File: src/hdl/canms_pkg.sv
// shared types and constants for the class aware nms core
// no dependencies
package canms_pkg;

    localparam int MAX_BOXES_DEF = 64;
    localparam logic [15:0] CONF_RESET = 16'd16384;
    localparam logic [15:0] IOU_RESET = 16'd29491;
    localparam logic CFG_CONF = 1'b0;
    localparam logic CFG_IOU = 1'b1;

    typedef struct packed {
        logic valid;
        logic supp;
        logic signed [15:0] l;
        logic signed [15:0] t;
        logic signed [15:0] r;
        logic signed [15:0] b;
        logic [15:0] score;
        logic [7:0] cls;
    } box_t;

    typedef enum logic [1:0] {
        OP_HOLD,
        OP_INSERT,
        OP_ROTATE,
        OP_CLEAR
    } cell_op_t;

    typedef struct packed {
        cell_op_t op;
        box_t new_box;
    } cell_ctrl_t;

endpackage

File: src/hdl/canms_iou.sv
// four stage overlap test of one box against the reference box
// depends on canms_pkg
module canms_iou
(
    input  logic            clk,
    input  canms_pkg::box_t ref_box,
    input  logic [31:0]     ref_area,
    input  canms_pkg::box_t cand,
    input  logic [15:0]     iou_thr,
    output logic            hit
);

    logic signed [15:0] xx1, yy1, xx2, yy2, rj0, bj0;
    logic signed [16:0] dw, dh;
    logic [15:0] w_reg, h_reg, wj_reg, hj_reg;
    logic [31:0] inter_reg, areaj_reg;
    logic [31:0] inter2_reg;
    logic signed [33:0] uni_reg;
    logic signed [50:0] lhs, rhs;
    logic hit_reg;

    always_comb
    begin
        xx1 = (cand.l > ref_box.l) ? cand.l : ref_box.l;
        yy1 = (cand.t > ref_box.t) ? cand.t : ref_box.t;
        rj0 = (cand.r > 16'sd0) ? cand.r : 16'sd0;
        bj0 = (cand.b > 16'sd0) ? cand.b : 16'sd0;
        xx2 = (rj0 < ref_box.r) ? rj0 : ref_box.r;
        yy2 = (bj0 < ref_box.b) ? bj0 : ref_box.b;
        dw = 17'(xx2) - 17'(xx1);
        dh = 17'(yy2) - 17'(yy1);
        lhs = 51'($signed({1'b0, inter2_reg, 16'h0000}));
        rhs = $signed({35'h0, iou_thr}) * 51'(uni_reg);
    end

    always_ff @(posedge clk)
    begin
        w_reg <= dw[16] ? 16'h0000 : dw[15:0];
        h_reg <= dh[16] ? 16'h0000 : dh[15:0];
        wj_reg <= 16'(17'(cand.r) - 17'(cand.l));
        hj_reg <= 16'(17'(cand.b) - 17'(cand.t));
        inter_reg <= w_reg * h_reg;
        areaj_reg <= wj_reg * hj_reg;
        inter2_reg <= inter_reg;
        uni_reg <= 34'(ref_area) + 34'(areaj_reg) - 34'(inter_reg);
        hit_reg <= (uni_reg <= 34'sd0) || (lhs > rhs);
    end

    assign hit = hit_reg;

endmodule

File: config.mk
export PLATFORM = sky130hd
export DESIGN_NAME = canms_iou
export DESIGN_NICKNAME = d
export VERILOG_FILES = /design/src/hdl/canms_pkg.sv /design/src/hdl/canms_iou.sv
export SDC_FILE = /design/constraint.sdc
export NUM_CORES = 2
export LEC_CHECK = 0
export BUFFER_PORTS_ARGS = -buffer_cell sky130_fd_sc_hd__buf_2
export CAP_MARGIN = 5
export CELL_PAD_IN_SITES_DETAIL_PLACEMENT = 1
export CELL_PAD_IN_SITES_GLOBAL_PLACEMENT = 1
export CORE_AREA = 3 3 406 408
export CTS_CLUSTER_DIAMETER = 30
export DETAILED_ROUTE_END_ITERATION = 16
export DIE_AREA = 0 0 409 411
export GPL_ROUTABILITY_DRIVEN = 0
export PLACE_DENSITY_LB_ADDON = 0.1
export RECOVER_POWER = 25
export REMOVE_ABC_BUFFERS = 1
export SETUP_SLACK_MARGIN = 0.02
export SLEW_MARGIN = 20
export SYNTH_ARGS = -nofsm -noshare
export SYNTH_HDL_FRONTEND = slang
export SYNTH_SLANG_ARGS = --single-unit
File: constraint.sdc
create_clock -name clk -period 12.7 [get_ports clk]
set_clock_uncertainty 0.1 [all_clocks]
set_input_delay 1.905 -clock clk [delete_from_list [all_inputs] [get_ports clk]]
set_output_delay 1.905 -clock clk [all_outputs]
set_load 0.02 [all_outputs]
; After elaboration in Yosys (flattened, before gate mapping)
; Cells that the tools add are included.
[word_totals]
register_bits = 195
output_inout_bits = 1
[op_classes]
n_addsub = 6
mul = 3
magnitude_cmp = 8
muxes = 6
n_reduce_logical = 1
[ops]
columns = operator, count
row1 = $mux W16, 6
row2 = $mul A16 B16 Y32, 2
row3 = $gt A49 B51 Y1, 1
row4 = $mul A17 B34 Y51, 1
row5 = $le A34 B1 Y1 const B, 1
row6 = $sub A16 B16 Y17, 2
row7 = $sub A33 B32 Y34, 1
row8 = $add A32 B32 Y33, 1
row9 = $gt A16 B1 Y1 const B, 2
row10 = $gt A16 B16 Y1, 2
row11 = $lt A16 B16 Y1, 2
row12 = $sub A16 B16 Y16, 2
row13 = $logic_or A1 B1 Y1, 1

; Depth between registers and ports, before layout
[logic_depth]
word_depth = 5
ltp_mapped = 36
depth_no_buf = 33

; Worst setup path after synthesis
; No wires, ideal clock.
[synth_path]
path_kind = input to register
start = in iou_thr[8]
end = reg hit_reg (netlist: hit)
setup_time_ns = 0.092
t_arrival_ns = 9.293
setup_slack_ns = 3.215
path_stages = 34
path_buffers = 2
cell_sequence = clkbuf_1 -> clkbuf_1 -> nand2_1 -> fa_1 -> inv_1 -> fa_1 -> inv_1 -> fa_1 -> inv_1 -> fa_1 -> fa_1 -> inv_1 -> fa_1 -> inv_1 -> ha_1 -> or3_1 -> o21ai_0 -> a21oi_1 -> a311o_1 -> a211o_1 -> and2_4 -> a41o_1 -> o21a_1 -> nor2_1 -> xor2_1 -> ha_1 -> and3_1 -> nand4_1 -> nor3_1 -> nand3_1 -> nor4_1 -> nand4_1 -> mux2i_1 -> o32ai_1
[synth_via]
elab_chain_len = 3
[synth_rtl]
columns = element, line
row1 = "start, declared", canms_iou.sv:9  ; input logic [15:0] iou_thr,
row2 = $mul A17 B34 Y51, canms_iou.sv:33  ; rhs = $signed({35'h0, iou_thr}) * 51'(uni_reg);
row3 = $gt A49 B51 Y1, canms_iou.sv:46  ; hit_reg <= (uni_reg <= 34'sd0) || (lhs > rhs);
row4 = $logic_or A1 B1 Y1, canms_iou.sv:46
row5 = "end signal, assigned", canms_iou.sv:46
row6 = "end, declared", canms_iou.sv:20  ; logic hit_reg;
; Every way passes these cells.
; A chain may end at the register's enable or synchronous reset.

; Worst setup path in the final report
[layout_path]
start = in iou_thr[2]
end = reg hit_reg (netlist: hit)
; Same word-level chain as after synthesis.

==> results.toml <==
[run_status]
status = "complete, no violations"

[timing]
report.final.slew_viol_count = 0
maxSlewHeadroom_pct = 26.5
min_period_ns = 11.05
tns_ns = 0
setup_violations = 0
hold_violations = 0
post-route-period-util_pct = 87.0
holdWs_ns = 0.282
worst_pin_slew_ns = 1.10
grt_setup_unrepaired = "no"
max_freq_mhz = 90.5

[floorplan]
start_util_pct = 29.8
die-area_um2 = 168000
core_um2 = 162000
dieWidth_um = 409
row_count = 148
pin_count = 230
die_y_um = 411

[logic_synthesis]
yosysWarnings = 0
syn_inst = 5521
synth-seq-cells = 195
yosys.area_share.adder_pct = 52.4
netlist_top_cells_area = "fa_1 (39%), ha_1 (13%), inv_1 (10%), dfxtp_1 (8.1%), nand2_1 (5.9%)"
synth_top_area_share_pct = 39.0
avgSynthCellArea_um2 = 8.74
synth-xor-area-share_pct = 3.03
synth_area_leader_cell = "fa_1"
synth_simple_gate_area_share_pct = 15.8
synth-compound-area-share_pct = 7.48
muxShareOfSynthArea_pct = 1.47
synth_top_family_by_area = "adder cells"
ys_types = 86
yosysSeqAreaShare_pct = 8.09
synth_edf_count = 0
async_flop_share_pct = 0
netlist_area_um2 = 48300
synthFlopType = "dfxtp_1"

[grt]
antenna_found_initial = 12
track_usage_pct = 18.4
gr-total-overflow = 0
grt_pass1_wl_mm = 241
grt_pass1_vias = 40700
grt_max_degree = 35

[clock_tree]
cts_sinks = 195
cts_hold_buffers = 0
path_clk_slew_ns = 0.08
cts_buffer_depth = 2
cts_setup_buffers = 0
cts_made_buffers = 17
cts_resized = 0
cts_tree = "built"
ctsHtreeMaxLevel = 4
clock-root-buffer = "clkbuf_16"
clk_latency_ns = 0.51

[route]
highest_layer = "met5"
drt-pass1-iter-count = 5
ant_nets = 0
routed_via_density = 4.59
drc = 0
wl_mm = 150
wl_met1_mm = 71.9
wl_met2_mm = 72.7
drt_iter0_drc = 1056
wire_per_inst_um = 19.2
vias = 35800
routed-wl-met3_mm = 3.33

[critical_path]
crit_type = "in2reg"
cp_common_cell = "fa_1"
endpoint_kind = "register"
critical_path_arrival_ns = 11.36
required_ns = 13.01
crit_path_max_fanout = 34
critPathLaunchType = "input pin"
slowest_delay_ns = 0.60
crit_slowest_cell = "buf_2"

[run]
cap_viol_max_count = 0

[final_layout]
fin_util_pct = 32.3
areaGrowthSynthToFinish_pct = 8.37
largest_reg_flops = 34
drive_above_1_share_pct = 5.89
final_net_count = 7293

[place]
dpl.hpwl_mm = 126
io_buffers = 177

[min_path]
hold_class = "reg2reg"
layout make-up:
type / instances / area (um2)
sequential: 195 / 3910
inverter: 1329 / 4990
clock buffer: 18 / 429
fill: 19100 / 110000
tap: 2175 / 2720
timing repair buffer: 238 / 1330
multi-input combinational: 3824 / 38700
antenna: 5 / 12.5
clock inverter: 13 / 189
cells by family after synthesis:
family                   Yosys count
AND/OR/NAND/NOR                 1584
buffers and inverters           1503
adder cells (fa/ha/maj)         1459
AO/OA/AOI/OAI                    545
flip-flops                       195
XOR/XNOR                         167
multiplexers                      67
other                              1
through the flow:
stage	cells	worst slack [ns]	area [um2]
5_1_grt	7793	1.04	52300
4_1_cts	7792	1.30	52300
3_3_place_gp	7761	0.866	51700
3_5_place_dp	7761	0.797	51700
6_report	7797	1.65	52300
2_1_floorplan	5348	3.64	47600
cells in the mapped netlist (4+ instances only):
cell	instances
a31oi_1	9
o21ai_0	80
or3_1	6
xor2_1	46
nand3_1	46
mux2i_1	37
a21oi_1	175
nor2b_1	56
and3_1	21
or2_2	7
or4_1	4
o21ai_1	14
o21a_1	35
ha_1	518
nand4_1	26
nor3_1	44
a211o_1	11
inv_1	1329
o31ai_1	12
o2111ai_1	7
nand2_1	753
nor3b_1	4
o21bai_1	21
a211oi_1	18
nor2_1	134
a41oi_1	6
buf_1	5
xnor2_1	121
nor4_1	21
a21o_1	70
mux2_2	30
dfxtp_1	195
a2111oi_0	8
and2_1	417
nand2b_1	29
fa_1	941
a31o_2	8
clkbuf_1	165
o211ai_1	9
a21boi_0	8
buf_2	4
final timing paths:
kind / start / end / slack (ns) / cells past startpoint
worst max-delay path: iou_thr[2] / hit / 1.65 / 31
worst min-delay path: inter_reg[23] / inter2_reg[23] / 0.28 / 0
worst max register to register: uni_reg[13] / hit / 2.64 / 30
worst min register to register: inter_reg[23] / inter2_reg[23] / 0.28 / 0
worst max-delay path, delay by kind of cell:
kind,cells,cell delay (ns)
buffers and inverters,5,0.82
XOR/XNOR,1,0.10
AND/OR/NAND/NOR,9,2.45
adder cells (fa/ha/maj),8,3.79
multiplexers,1,0.27
AO/OA/AOI/OAI,7,1.98
cells in the final DEF, fill, tap and decap left out, types with 56 or more instances in the layout:
cell type  netlist  layout
nand2_1        753     753
nor2b_1         56      56
nor2_1         134     134
inv_1         1329    1329
o21ai_0         80      80
fa_1           941     941
xnor2_1        121     121
a21o_1          70      70
buf_4            0      60
ha_1           518     518
and2_1         417     413
dfxtp_1        195     194
buf_2            4     172
a21oi_1        175     175
per-layer routing:
metal	vias to the layer above	GRT usage, %
li1	16900	-
met1	18400	25.2
met2	373	31.9
met3	87	1.76
met4	6	3.16
met5	-	0
Power is left out: the tool's default activity adds up to more than one toggle a clock period on the data nets, which glitch-free logic cannot reach.
