<file path="src/hdl/canms_pkg.sv">
// shared types and constants for the class aware nms core
// no dependencies
package canms_pkg;

    localparam int MAX_BOXES_DEF = 64;
    localparam logic [15:0] CONF_RESET = 16'd16384;
    localparam logic [15:0] IOU_RESET = 16'd29491;
    localparam logic CFG_CONF = 1'b0;
    localparam logic CFG_IOU = 1'b1;

    typedef struct packed {
        logic valid;
        logic supp;
        logic signed [15:0] l;
        logic signed [15:0] t;
        logic signed [15:0] r;
        logic signed [15:0] b;
        logic [15:0] score;
        logic [7:0] cls;
    } box_t;

    typedef enum logic [1:0] {
        OP_HOLD,
        OP_INSERT,
        OP_ROTATE,
        OP_CLEAR
    } cell_op_t;

    typedef struct packed {
        cell_op_t op;
        box_t new_box;
    } cell_ctrl_t;

endpackage

</file>
<file path="src/hdl/canms_cell.sv">
// one storage cell of the sorted box chain
// depends on canms_pkg
module canms_cell
(
    input  logic                  clk,
    input  logic                  rst_n,
    input  canms_pkg::cell_ctrl_t ctrl,
    input  canms_pkg::box_t       left_box,
    input  logic                  left_ge,
    input  canms_pkg::box_t       right_box,
    output canms_pkg::box_t       box,
    output logic                  ge
);

    canms_pkg::box_t box_reg;
    canms_pkg::box_t box_next;
    logic valid_reg;
    logic valid_next;

    always_comb
    begin
        box = box_reg;
        box.valid = valid_reg;
    end

    assign ge = valid_reg && (box_reg.score >= ctrl.new_box.score);

    always_comb
    begin
        box_next = box;
        case (ctrl.op)
            canms_pkg::OP_INSERT:
            begin
                if (!ge)
                begin
                    if (!left_ge)
                        box_next = left_box;
                    else
                        box_next = ctrl.new_box;
                end
            end
            canms_pkg::OP_ROTATE: box_next = right_box;
            canms_pkg::OP_CLEAR:
            begin
                box_next.valid = 1'b0;
                box_next.supp = 1'b0;
            end
            default: box_next = box;
        endcase
        valid_next = box_next.valid;
    end

    always_ff @(posedge clk or negedge rst_n)
    begin
        if (!rst_n)
            valid_reg <= 1'b0;
        else
            valid_reg <= valid_next;
    end

    always_ff @(posedge clk)
    begin
        box_reg <= box_next;
    end

endmodule

</file>
<file path="config.mk">
export PLATFORM = sky130hd
export DESIGN_NAME = canms_cell
export DESIGN_NICKNAME = d
export VERILOG_FILES = /design/src/hdl/canms_pkg.sv /design/src/hdl/canms_cell.sv
export SDC_FILE = /design/constraint.sdc
export NUM_CORES = 1
export LEC_CHECK = 0
export BUFFER_PORTS_ARGS = -buffer_cell sky130_fd_sc_hd__buf_2
export CAP_MARGIN = 10
export CORE_AREA = 3 3 143 145
export CTS_CLUSTER_SIZE = 14
export DETAILED_ROUTE_END_ITERATION = 7
export DIE_AREA = 0 0 146 148
export PLACE_DENSITY = 0.6
export SYNTH_ARGS = -nofsm -noshare
export SYNTH_HDL_FRONTEND = slang
export SYNTH_SLANG_ARGS = --single-unit
</file>
<file path="constraint.sdc">
create_clock -name clk -period 5.6 [get_ports clk]
set_clock_uncertainty 0.15 [all_clocks]
set_input_delay 0.56 -clock clk [delete_from_list [all_inputs] [get_ports clk]]
set_output_delay 0.56 -clock clk [all_outputs]
set_load 0.005 [all_outputs]
</file>
---- Word-level counts from Yosys, hierarchy flattened ----
Cells that the tools add are included.
storage, ports and cells
  bits in registers ....................... 90
  word-level logic and storage cells ...... 22
  bits of input ports ..................... 275
  output and inout bits ................... 91
operators by class
  order comparisons ....................... 1
  equal/unequal tests ..................... 4
  multiplexer cells ....................... 4
  reductions and logical operators ........ 5
operators with widths
  kind                                                              number
  90-bit two-way mux                                                2
  88-bit case mux with 2 select lines                               1
  16-bit >= comparator                                              1
  2-bit case mux with 3 select lines                                1
  2-bit == test (second input constant)                             2
  2-bit AND reduction                                               2
  3-bit nonzero test                                                1
  2-bit by 1-bit == test with 1-bit output (second input constant)  1
  2-bit inequality test (second input constant)                     1
  2-bit nonzero test                                                1
  1-bit logical AND                                                 1

---- Depth between registers and ports, before layout ----
  depth in word-level cells ............... 4
  depth in mapped cells ................... 7
  depth with buffers taken out ............ 7

---- Worst setup path before layout ----
Ideal clock, no wire load.
  kind .................................... input port to flip-flop
  from .................................... input ctrl[10] in the netlist's numbering
  to ...................................... register box_reg, in the netlist box[0], enable pin
  path slack .............................. -817 ps
  data required time ...................... 4898 ps
  stages on the path ...................... 7
  arrival ................................. 5715 ps
  setup time .............................. 552 ps
  cells stage by stage .................... inv_1 -> ha_1 -> and3_1 -> o21ai_1 -> a31oi_1 -> o31a_2 -> o21bai_1
between the ends
  cells in the longest elaborated chain, start to end .. 4
RTL lines
  what                                    RTL line          RTL
  start: declaration                      canms_cell.sv:7   input canms_pkg::cell_ctrl_t ctrl,
  16-bit >= comparator                    canms_cell.sv:26  assign ge = valid_reg && (box_reg.score >= ctrl.new_box.score);
  1-bit logical AND                       canms_cell.sv:26
  net ge                                  canms_cell.sv:12  output logic ge
  2-bit inequality test (no source line)  n/a
  2-bit AND reduction (no source line)    n/a
  end signal: assignment                  canms_cell.sv:63  box_reg <= box_next;
  end: declaration                        canms_cell.sv:15  canms_pkg::box_t box_reg;
The timed path passes the listed nets, and every way through them passes these cells.
A chain may end at the register's enable or synchronous reset.

---- Final worst setup path ----
  from .................................... register box_reg, in the netlist box[10]
  to ...................................... register box_reg, in the netlist box[61], enable pin
between the ends
  cells in the longest elaborated chain, start to end .. 4
RTL lines
  what                                    RTL line
  16-bit >= comparator                    canms_cell.sv:26
  1-bit logical AND                       canms_cell.sv:26
  2-bit inequality test (no source line)  n/a
  2-bit AND reduction (no source line)    n/a
No other way between the ends.

==> results.txt <==
----------------------------------------------------
[Synthesis]
  Gate count after technology mapping ... 453
  Yosys warning total ... 0
  FF+latch count, synth ... 90
  Summed instance area of the synthesized netlist ... 0.00498 mm²
  Primary flip-flop cell chosen by synthesis mapping ... sky130_fd_sc_hd__edfxtp_1
  Syn Area/Cell ... 11.0 µm²
  Number of distinct library cell variants in the gate-level netlist after synthesis ... 28
  Number of enable flip-flop cells after synthesis ... 89
  Net count after synthesis ... 744
  Sequential-to-total area share from yosys stat ... 54.1%
  Fraction of synthesis flops using an asynchronous set or reset pin ... 1.11%

[Routing]
  Drt wl/cell ... 14.2 µm
  First-pass iteration count of the detailed router ... 5
  1st-iter DRT viols ... 194
  Antenna violation net count after detailed routing ... 0
  Count of vias placed by the detailed router ... 4569
  Average via count per standard cell ... 4.25
  WL final ... 15300 µm
  Total DRC errors in the routed layout ... 0

[Worst setup path]
  Max Fanout on Critical Path ... 88
  Crit path capture type ... flop
  Worst endpoint data arrival time ... 2890 ps
  Required time at the worst-slack endpoint ... 5400 ps
  Critical path class ... reg -> reg
  Critical path startpoint category ... flop

[Run]
  Number of maximum-capacitance constraint violations ... 0

[Global route]
  Total routing usage reported by global routing ... 13.5%
  First-pass GRT wire length ... 23200 µm
  Global Route met1 Usage ... 16.0%
  Total congestion overflow ... 0
  Initial antenna violation count ... 0
  Largest net degree at the start of global routing ... 91
  Via count of the first global-routing pass ... 4458
  Global routing usage on met2 ... 23.7%
  GR Layer Usage met3 ... 3.95%
  Gr busiest metal ... met2

[Cells and area]
  Most common library cell in the layout ignoring fill and taps ... sky130_fd_sc_hd__buf_2
  Most frequent cells in the layout ... 364 x sky130_fd_sc_hd__buf_2, 92 x sky130_fd_sc_hd__nand2_1, 91 x sky130_fd_sc_hd__o21ai_1
  Share of the core filled with cells in the final layout ... 38.1%
  Final nets ... 1095
  Post-Layout Cell Count ... 1074
  Fraction of final layout cells with drive strength greater than 1 ... 47.8%
  Synthesis-to-layout area growth ... 48.0%
  Flip-flop count of the largest register after layout ... 89
  Antenna diode count ... 0

[Hold path]
  Class of the tightest hold or removal check ... in -> reg

[Power]
  Clock network power share ... 34.6%
  Power per unit of standard cell area ... 251 mW/mm²
  Net load switching power ... 454 µW
  Portion of total power attributed to sequential cells ... 45.7%
  Switching part of the total ... 24.5%
  Combinational share of power ... 19.7%
  Maximum ir drop on the vdd rail ... 0.000128 V
  Static Leakage ... 3.54 nW
  Cell Int Power ... 1.40 mW

[Clock tree]
  Cts hold-fix bufs ... 1
  CTS Buf Count ... 9
  Clock tree from TritonCTS ... done
  Clock tree buffer depth ... 2
  Reg clk slew, reported paths ... 60 ps
  Number of post-CTS setup repair buffers ... 0
  # clock sinks ... 90
  Post-CTS Resized ... 0
  Number of levels the H-tree was split into ... 3
  Cell at the root of the clock tree ... sky130_fd_sc_hd__clkbuf_16
  Clock insertion delay at the later pin of the skew report ... 340 ps

[Floorplan]
  Initial Utilization ... 25.8%
  Overall die height ... 148 µm
  Width of the die ... 146 µm
  Overall die area ... 0.0216 mm²
  Num rows ... 51
  Area of the placeable core ... 0.0193 mm²
  Number of I/O pins ... 366

[Placement]
  RD Place Congestion ... 0.808
  Number of placed instances, taps included ... 1057
  Post-detailed-placement half-perimeter wirelength ... 12400 µm
  Count of port buffers added during placement ... 365

[Timing]
  Endpoints failing setup ... 0
  Final TNS setup ... 0 ps
  Relative slew slack ... 25.8%
  Final number of max-transition violations ... 0
  Tightest Pin Transition ... 1110 ps
  Number of hold-slack violations in the final timing report ... 0
  Max Fclk ... 324 MHz
  Setup repair after global routing missed its margin ... no
  Final min period ... 3090 ps
  Part of the cycle the worst path needs ... 55.1%

[Status]
  Status ... completed

----------------------------------------------------
stage by stage:
step	instance area [µm²]	worst slack, ps	power, mW	hold WS (ps)
after floorplan	4990	1050	1.03	114
after global placement	7050	2230	1.23	185
after detailed placement	7050	2180	1.23	190
after CTS	7380	2470	1.88	300
after global routing	7380	2350	1.95	313
final	7380	2510	1.85	316
final timing paths:
kind,to,slack [ps],depth (start not counted),start
worst max-delay path,box[61]$_DFFE_PP_,2510,7,box[10]$_DFFE_PP_
worst min-delay path,valid_reg$_DFFE_PN0P_,320,2,right_box[89]
worst max register to register,box[61]$_DFFE_PP_,2510,7,box[10]$_DFFE_PP_
worst min register to register,valid_reg$_DFFE_PN0P_,600,2,valid_reg$_DFFE_PN0P_
max in group asynchronous,valid_reg$_DFFE_PN0P_,4840,2,rst_n
min in group asynchronous,valid_reg$_DFFE_PN0P_,380,2,rst_n
Yosys cell counts, types with 3 or more instances:
cell	n	area share, %
sky130_fd_sc_hd__buf_2	19	1.9
sky130_fd_sc_hd__mux2i_1	90	18
sky130_fd_sc_hd__o21ai_1	91	9.1
sky130_fd_sc_hd__inv_1	19	1.4
sky130_fd_sc_hd__ha_1	16	4.0
sky130_fd_sc_hd__buf_4	4	0.60
sky130_fd_sc_hd__clkbuf_1	4	0.30
sky130_fd_sc_hd__a21oi_1	6	0.60
sky130_fd_sc_hd__buf_1	3	0.23
sky130_fd_sc_hd__nand2_1	92	6.9
sky130_fd_sc_hd__edfxtp_1	89	54
sky130_fd_sc_hd__nand4_1	4	0.50
cells by family (layout without fill, tap and decap cells):
logic type      Yosys count  in the layout  share of synthesized area [%]
compound gates          106            106                           11.2
simple gates            102            102                           8.11
mux                      90             90                           18.1
flops                    90             90                           54.1
buf+inv                  49            405                           4.47
fa+ha+maj                16             16                           4.02
cell type report:
cell class              count  area [µm²]
clock buffers              11         233
clock inverters             5        80.1
fillers                  1961       12000
inverters                  19        71.3
multi-input cells         314        2080
flip-flops and latches     90        2700
well taps                 265         332
repair buffers            370        1880
per-layer routing:
layer,wire (µm),up-vias
met5,0,-
met4,265,0
met3,1190,18
met2,7790,199
met1,6040,2007
li1,-,2345
power by group through the flow:
stage | Sequential, mW | Combinational [mW] | Clock (mW)
after floorplan | 0.871 | 0.159 | 0
after global placement | 0.859 | 0.368 | 0
after detailed placement | 0.861 | 0.371 | 0
after CTS | 0.847 | 0.372 | 0.665
after global routing | 0.852 | 0.410 | 0.691
final | 0.846 | 0.364 | 0.641
worst max-delay path, stage by stage, from the launching register on:
cell                       delay, ps
sky130_fd_sc_hd__edfxtp_1        410
sky130_fd_sc_hd__ha_1            300
sky130_fd_sc_hd__and3_1          180
sky130_fd_sc_hd__o21ai_1         120
sky130_fd_sc_hd__a31oi_1         110
sky130_fd_sc_hd__o31a_2          400
sky130_fd_sc_hd__o21bai_4        140
sky130_fd_sc_hd__buf_4           850
Power figures use the tool's default switching activity.
